## config.mk

```make
export PLATFORM = sky130hd
export DESIGN_NAME = rsi_queue
export DESIGN_NICKNAME = d
export VERILOG_FILES = /design/src/sv/rsi_pkg.sv /design/src/sv/rsi_queue.sv
export SDC_FILE = /design/constraint.sdc
export NUM_CORES = 1
export LEC_CHECK = 0
export ABC_AREA = 1
export ABC_CLOCK_PERIOD_IN_PS = 1700
export BUFFER_PORTS_ARGS = -buffer_cell sky130_fd_sc_hd__buf_2
export CAP_MARGIN = 25
export CORE_MARGIN = 3
export CORE_UTILIZATION = 30
export CTS_CLUSTER_SIZE = 10
export DETAILED_ROUTE_END_ITERATION = 7
export GPL_TIMING_DRIVEN = 0
export PLACE_DENSITY_LB_ADDON = 0.15
export SYNTH_ARGS = -nofsm -noshare
export SYNTH_HDL_FRONTEND = slang
export SYNTH_SLANG_ARGS = --single-unit
```

## constraint.sdc

```tcl
create_clock -name clk -period 1.7 [get_ports clk]
set_input_delay 0.34 -clock clk [delete_from_list [all_inputs] [get_ports clk]]
set_output_delay 0.34 -clock clk [all_outputs]
set_load 0.01 [all_outputs]
```

## src/sv/rsi_pkg.sv

```systemverilog
package rsi_pkg;

  localparam int COORD_WIDTH_DEF = 32;
  localparam int FRAC_BITS_DEF   = 16;
  localparam int PARAM_BITS      = 16;
  localparam int TOL_WIDTH       = 32;
  localparam int QUEUE_DEPTH     = 4;
  localparam int QUEUE_AW        = 2;

endpackage

```

## src/sv/rsi_queue.sv

```systemverilog
// small fifo between front and back
module rsi_queue #(
  parameter int WIDTH = 8
) (
  input  logic             clk,
  input  logic             rst,
  input  logic             wr_valid,
  output logic             wr_ready,
  input  logic [WIDTH-1:0] wr_data,
  output logic             rd_valid,
  input  logic             rd_ready,
  output logic [WIDTH-1:0] rd_data
);
  localparam int AW = rsi_pkg::QUEUE_AW;
  logic [WIDTH-1:0] mem [rsi_pkg::QUEUE_DEPTH];
  logic [AW-1:0] wp, rp;
  logic [AW:0]   cnt;
  logic wr, rd;

  assign wr_ready = cnt != (AW+1)'(rsi_pkg::QUEUE_DEPTH);
  assign rd_valid = cnt != '0;
  assign rd_data  = mem[rp];
  assign wr = wr_valid && wr_ready;
  assign rd = rd_valid && rd_ready;

  always_ff @(posedge clk) begin
    if (rst) begin
      wp <= '0;
      rp <= '0;
      cnt <= '0;
    end else begin
      if (wr) wp <= wp + 1'b1;
      if (rd) rp <= rp + 1'b1;
      cnt <= cnt + (AW+1)'(wr) - (AW+1)'(rd);
    end
  end

  always_ff @(posedge clk) begin
    if (wr) mem[wp] <= wr_data;
  end
endmodule

```

Word level (Yosys, flattened, before mapping)
Memory sizes are Yosys's and may differ from the RTL's. A register that Yosys moved wholly into a read port is not among the register bits.
Index checks and enable logic that the tools add are counted.

storage, ports and cells
  flip-flop bits (word level) = 7
  memory bits (writable) = 32
  input bits = 12
  output and inout port bits = 10
  word-level logic and storage cells = 16
  memories kept = 1

memory list
  memory  words  width  rd ports  clocked after memory_dff  wr ports  RTL line         RTL
  mem     4      8      1         1                         1         rsi_queue.sv:15  logic [WIDTH-1:0] mem [rsi_pkg::QUEUE_DEPTH];

cells by class
  add/sub/neg operators = 4
  equal/unequal tests = 1
  multiplexer cells = 4
  reductions and logical operators = 3

operators with widths
  operator             number
  $add 2x1->2 const B  2
  $mux 2               2
  $add 3x1->3          1
  $ne 3x3->1 const B   1
  $reduce_bool 3->1    1
  $sub 3x1->3          1
  $logic_and 1x1->1    2
  $mux 1               2

Logic depth before layout (Yosys ltp)
  depth after elaboration = 4
  gate-level depth with buffers = 10
  mapped depth without buffers = 10

Least setup slack after synthesis
No wires, ideal clock.

  path type = reg2reg
  from = register cnt[1]
  to = register cnt[2]
  library setup time = 0.117 ns
  data arrival time = 1.765 ns
  required time = 1.583 ns
  path slack = -0.183 ns
  cell stages (with the launch flop) = 11
  buffers on the path = 0
  clock period less this slack = 1.883 ns
  path through = dfxtp_1 nor2_2 nand2_2 nand2_1 ha_1 inv_1 ha_1 inv_1 fa_1 o21ai_0 nor2_1

on the way
  word-level cells in the longest chain between the ends = 4
  elaborated cells on any way between the ends = 6
  those cells by class = add/sub (2); eq/ne (1); reduce/logical (3)

RTL lines
  item                    RTL line         RTL
  start, declared         rsi_queue.sv:17  logic [AW:0] cnt;
  start signal, assigned  rsi_queue.sv:34  cnt <= cnt + (AW+1)'(wr) - (AW+1)'(rd);
  $ne 3x3->1              rsi_queue.sv:20  assign wr_ready = cnt != (AW+1)'(rsi_pkg::QUEUE_DEPTH);
  via wr_ready            rsi_queue.sv:8   output logic wr_ready,
  $logic_and 1x1->1       rsi_queue.sv:23  assign wr = wr_valid && wr_ready;
  $add 3x1->3             rsi_queue.sv:34
  $sub 3x1->3             rsi_queue.sv:34

The timed path passes the listed nets, and every way through them passes these cells.
A chain may end at the register's enable or synchronous reset.

Worst setup path after layout
  from = register cnt[2]
  to = register cnt[2]

on the way
  elaborated cells on any way between the ends = 6
  those cells by class = add/sub (2); eq/ne (1); reduce/logical (3)

RTL lines
  item               RTL line         RTL
  $reduce_bool 3->1  rsi_queue.sv:21  assign rd_valid = cnt != '0;
  $logic_and 1x1->1  rsi_queue.sv:24  assign rd = rd_valid && rd_ready;
  via rd             rsi_queue.sv:18  logic wr, rd;
  $sub 3x1->3        rsi_queue.sv:34

The timed path passes the listed nets, and every way through them passes these cells.

==> qor.yml <==
run_status:
  status: "complete, but fails checks"
  violations: "negative setup slack"
hold_path:
  holdPathStages: 2
  min-delay-start: "rst"
  hp-class: "input port to register"
  hold_path_end: "cnt[1]"
grt:
  use_met3: 0.0366
  grt_use_met1: 0.147
  grt_usage: 0.119
  busiest_layer: "met2"
  antenna_found_initial: 0
  grt_max_degree: 14
  grt_pass1_vias: 1122
  groute.layer.met2.usage: 0.197
  grt_overflow: 0
  grt_pass1_wl_mm: 5.60
sta:
  hold_violations: 0
  whs_ns: 0.213
  worstMarginPinSlew_ns: 0.836
  max_clock_freq_mhz: 563
  slew_viol_final: 0
  finalCritPeriodShare: 1.05
  finClkSkew_ns: 0.00727
  slew_headroom: 0.441
  min_period_ns: 1.78
  tns_ns: -0.124
  rsz0062_at_grt: "yes"
  finalWorstSetupSlack_ns: -0.0776
  setup_viol: 2
routing:
  route.detailed.drc: 0
  drt_iter0_drc: 95
  ant_nets: 0
  routed_wl_mm: 3.53
  first_pass_iters: 4
  wl_per_cell_um: 14.0
  vias_per_cell: 4.56
  via_count: 1148
worst_setup_path:
  r2r-start: "cnt[2]"
  endpoint_kind: "register"
  rrSetupSlack_ns: -0.08
  critPathLaunchType: "register"
  cp_max_fo: 3
  worst-r2r-cell-count: 9
  reg2reg_to: "cnt[2]"
  cp.required_ns: 1.92
  crit_arrival_ns: 2.00
  crit_type: "register to register"
logic_synthesis:
  netlist.area_leader.share: 0.573
  syn_inst: 141
  yosys.area.top_type: "edfxtp_1"
  avgSynthCellArea_um2: 11.9
  ys_ff_latch: 41
  syn-cell-area_um2: 1680
  yosys_warnings: 0
  ys_types: 18
  ys_seq_area_frac: 0.681
  synth_nets: 160
  synth_area_leaders: "edfxtp_1 57%, dfxtp_1 11%, nor2_1 6.3%"
pwr:
  p_leak_nw: 0.851
  peakVddDrop_uv: 483
  cellPowerDensity_nw_per_um2: 1520
  p_total_mw: 3.35
final_layout:
  multi_input_area_um2: 523
  diodes: 0
  seqCellArea_um2: 1160
  area_delta_synth_final_pct: 31.0
  drive_above_1_share: 0.379
  final_common_cell: "edfxtp_1"
  final_cell_mix: "32 x edfxtp_1, 25 x nor2_1, 21 x buf_2"
  fillerInstances: 530
  layout.nets: 200
floorplanning:
  design.die.area_um2: 6520
  start_util: 0.318
  num_rows: 26
  die_height_um: 80.8
  core_um2: 5270
  die_x_um: 80.8
  ioPinCount: 22
clock_tree:
  cts_tree: "yes"
  hold_buffers: 0
  root_buffer: "clkbuf_8"
  htreeDepth: 2
  cts_max_path_buffers: 2
  clock-sinks: 41
  clkTransAtPathRegs_ns: 0.08
  cts_buffers: 5
  clock_latency_ns: 0.29
placed_design:
  io_buffers: 21
  gp_congestion: 0.708
  dp_hpwl_mm: 2.30
job:
  max-cap-violations: 0
==> through the flow <==
stage / std cells / setup WS, ns / cell area (µm²) / util
global route: 252 / -0.177 / 2200 / 0.417
floorplan: 141 / -0.00927 / 1700 / -
finish: 252 / -0.0776 / 2200 / 0.417
CTS: 245 / -0.0773 / 2070 / 0.393
global placement: 232 / -0.129 / 1890 / 0.359
detailed placement: 232 / -0.229 / 1890 / 0.359
==> worst max path at each step <==
| stage | from | end | slack (ns) |
|---|---|---|---|
| final | cnt[2] | cnt[2] | -0.08 |
| after detailed placement | cnt[2] | cnt[2] | -0.23 |
| after CTS | cnt[1] | cnt[1] | -0.08 |
| after floorplan | cnt[1] | cnt[2] | -0.009 |
| after global routing | cnt[2] | cnt[2] | -0.18 |
| after global placement | cnt[2] | cnt[2] | -0.13 |
==> critical path, stage by stage, from the launching register on <==
cell and delay, ns:
dfxtp_4 0.37, inv_2 0.05, a21boi_2 0.19, ha_4 0.24, inv_4 0.05, ha_4 0.12, inv_2 0.03, fa_2 0.38
a21boi_2 0.16, nor2_1 0.10
==> cell type report <==
type	instances	share of cell area
clock inverter	2	0.0177
tap	70	0.0399
timing repair buffer	33	0.0968
inverter	16	0.0336
clock buffer	6	0.0330
sequential	41	0.527
multi-input combinational	82	0.238
buffer	2	0.0142
==> cell usage after synthesis, drive strengths merged <==
library cell and count:
edfxtp 32, nor2 29, o21ai 17, inv 16, nand2 12, dfxtp 9
o22ai 8, ha 6, a21oi 4, nand3 3, a21boi 2, buf 2
fa 1
==> flip-flops by register name (all words and copies together), names as in the netlist, named ones only <==
| signal | flops |
|---|---|
| cnt | 3 |
| rp | 2 |
| wp | 2 |
| mem | 32 |
==> per-layer routing <==
layer  vias up  part of all wire
li1        565                 -
met1       557              0.44
met2        20              0.51
met3         6             0.035
met4         0             0.012
met5         -                 0
==> cells by family after synthesis <==
group	after synthesis	synth area share
flip-flops	41	0.681
buffers and inverters	18	0.0492
AO/OA/AOI/OAI	31	0.108
adder cells (fa/ha/maj)	7	0.0567
AND/OR/NAND/NOR	44	0.105
==> where the power goes <==
group	switching, mW	internal, mW
Combinational	0.665	0.556
Clock	0.330	0.441
Sequential	0.0973	1.26
==> what timing repair did <==
action / in CTS / in global routing
setup buffers: 5 / 6
gates cloned: 0 / 1
pin swaps: 5 / 10
endpoints found under the setup margin: 19 / 18
resized for setup: 16 / 16
No activity file was read; power rests on OpenSTA's default activity.
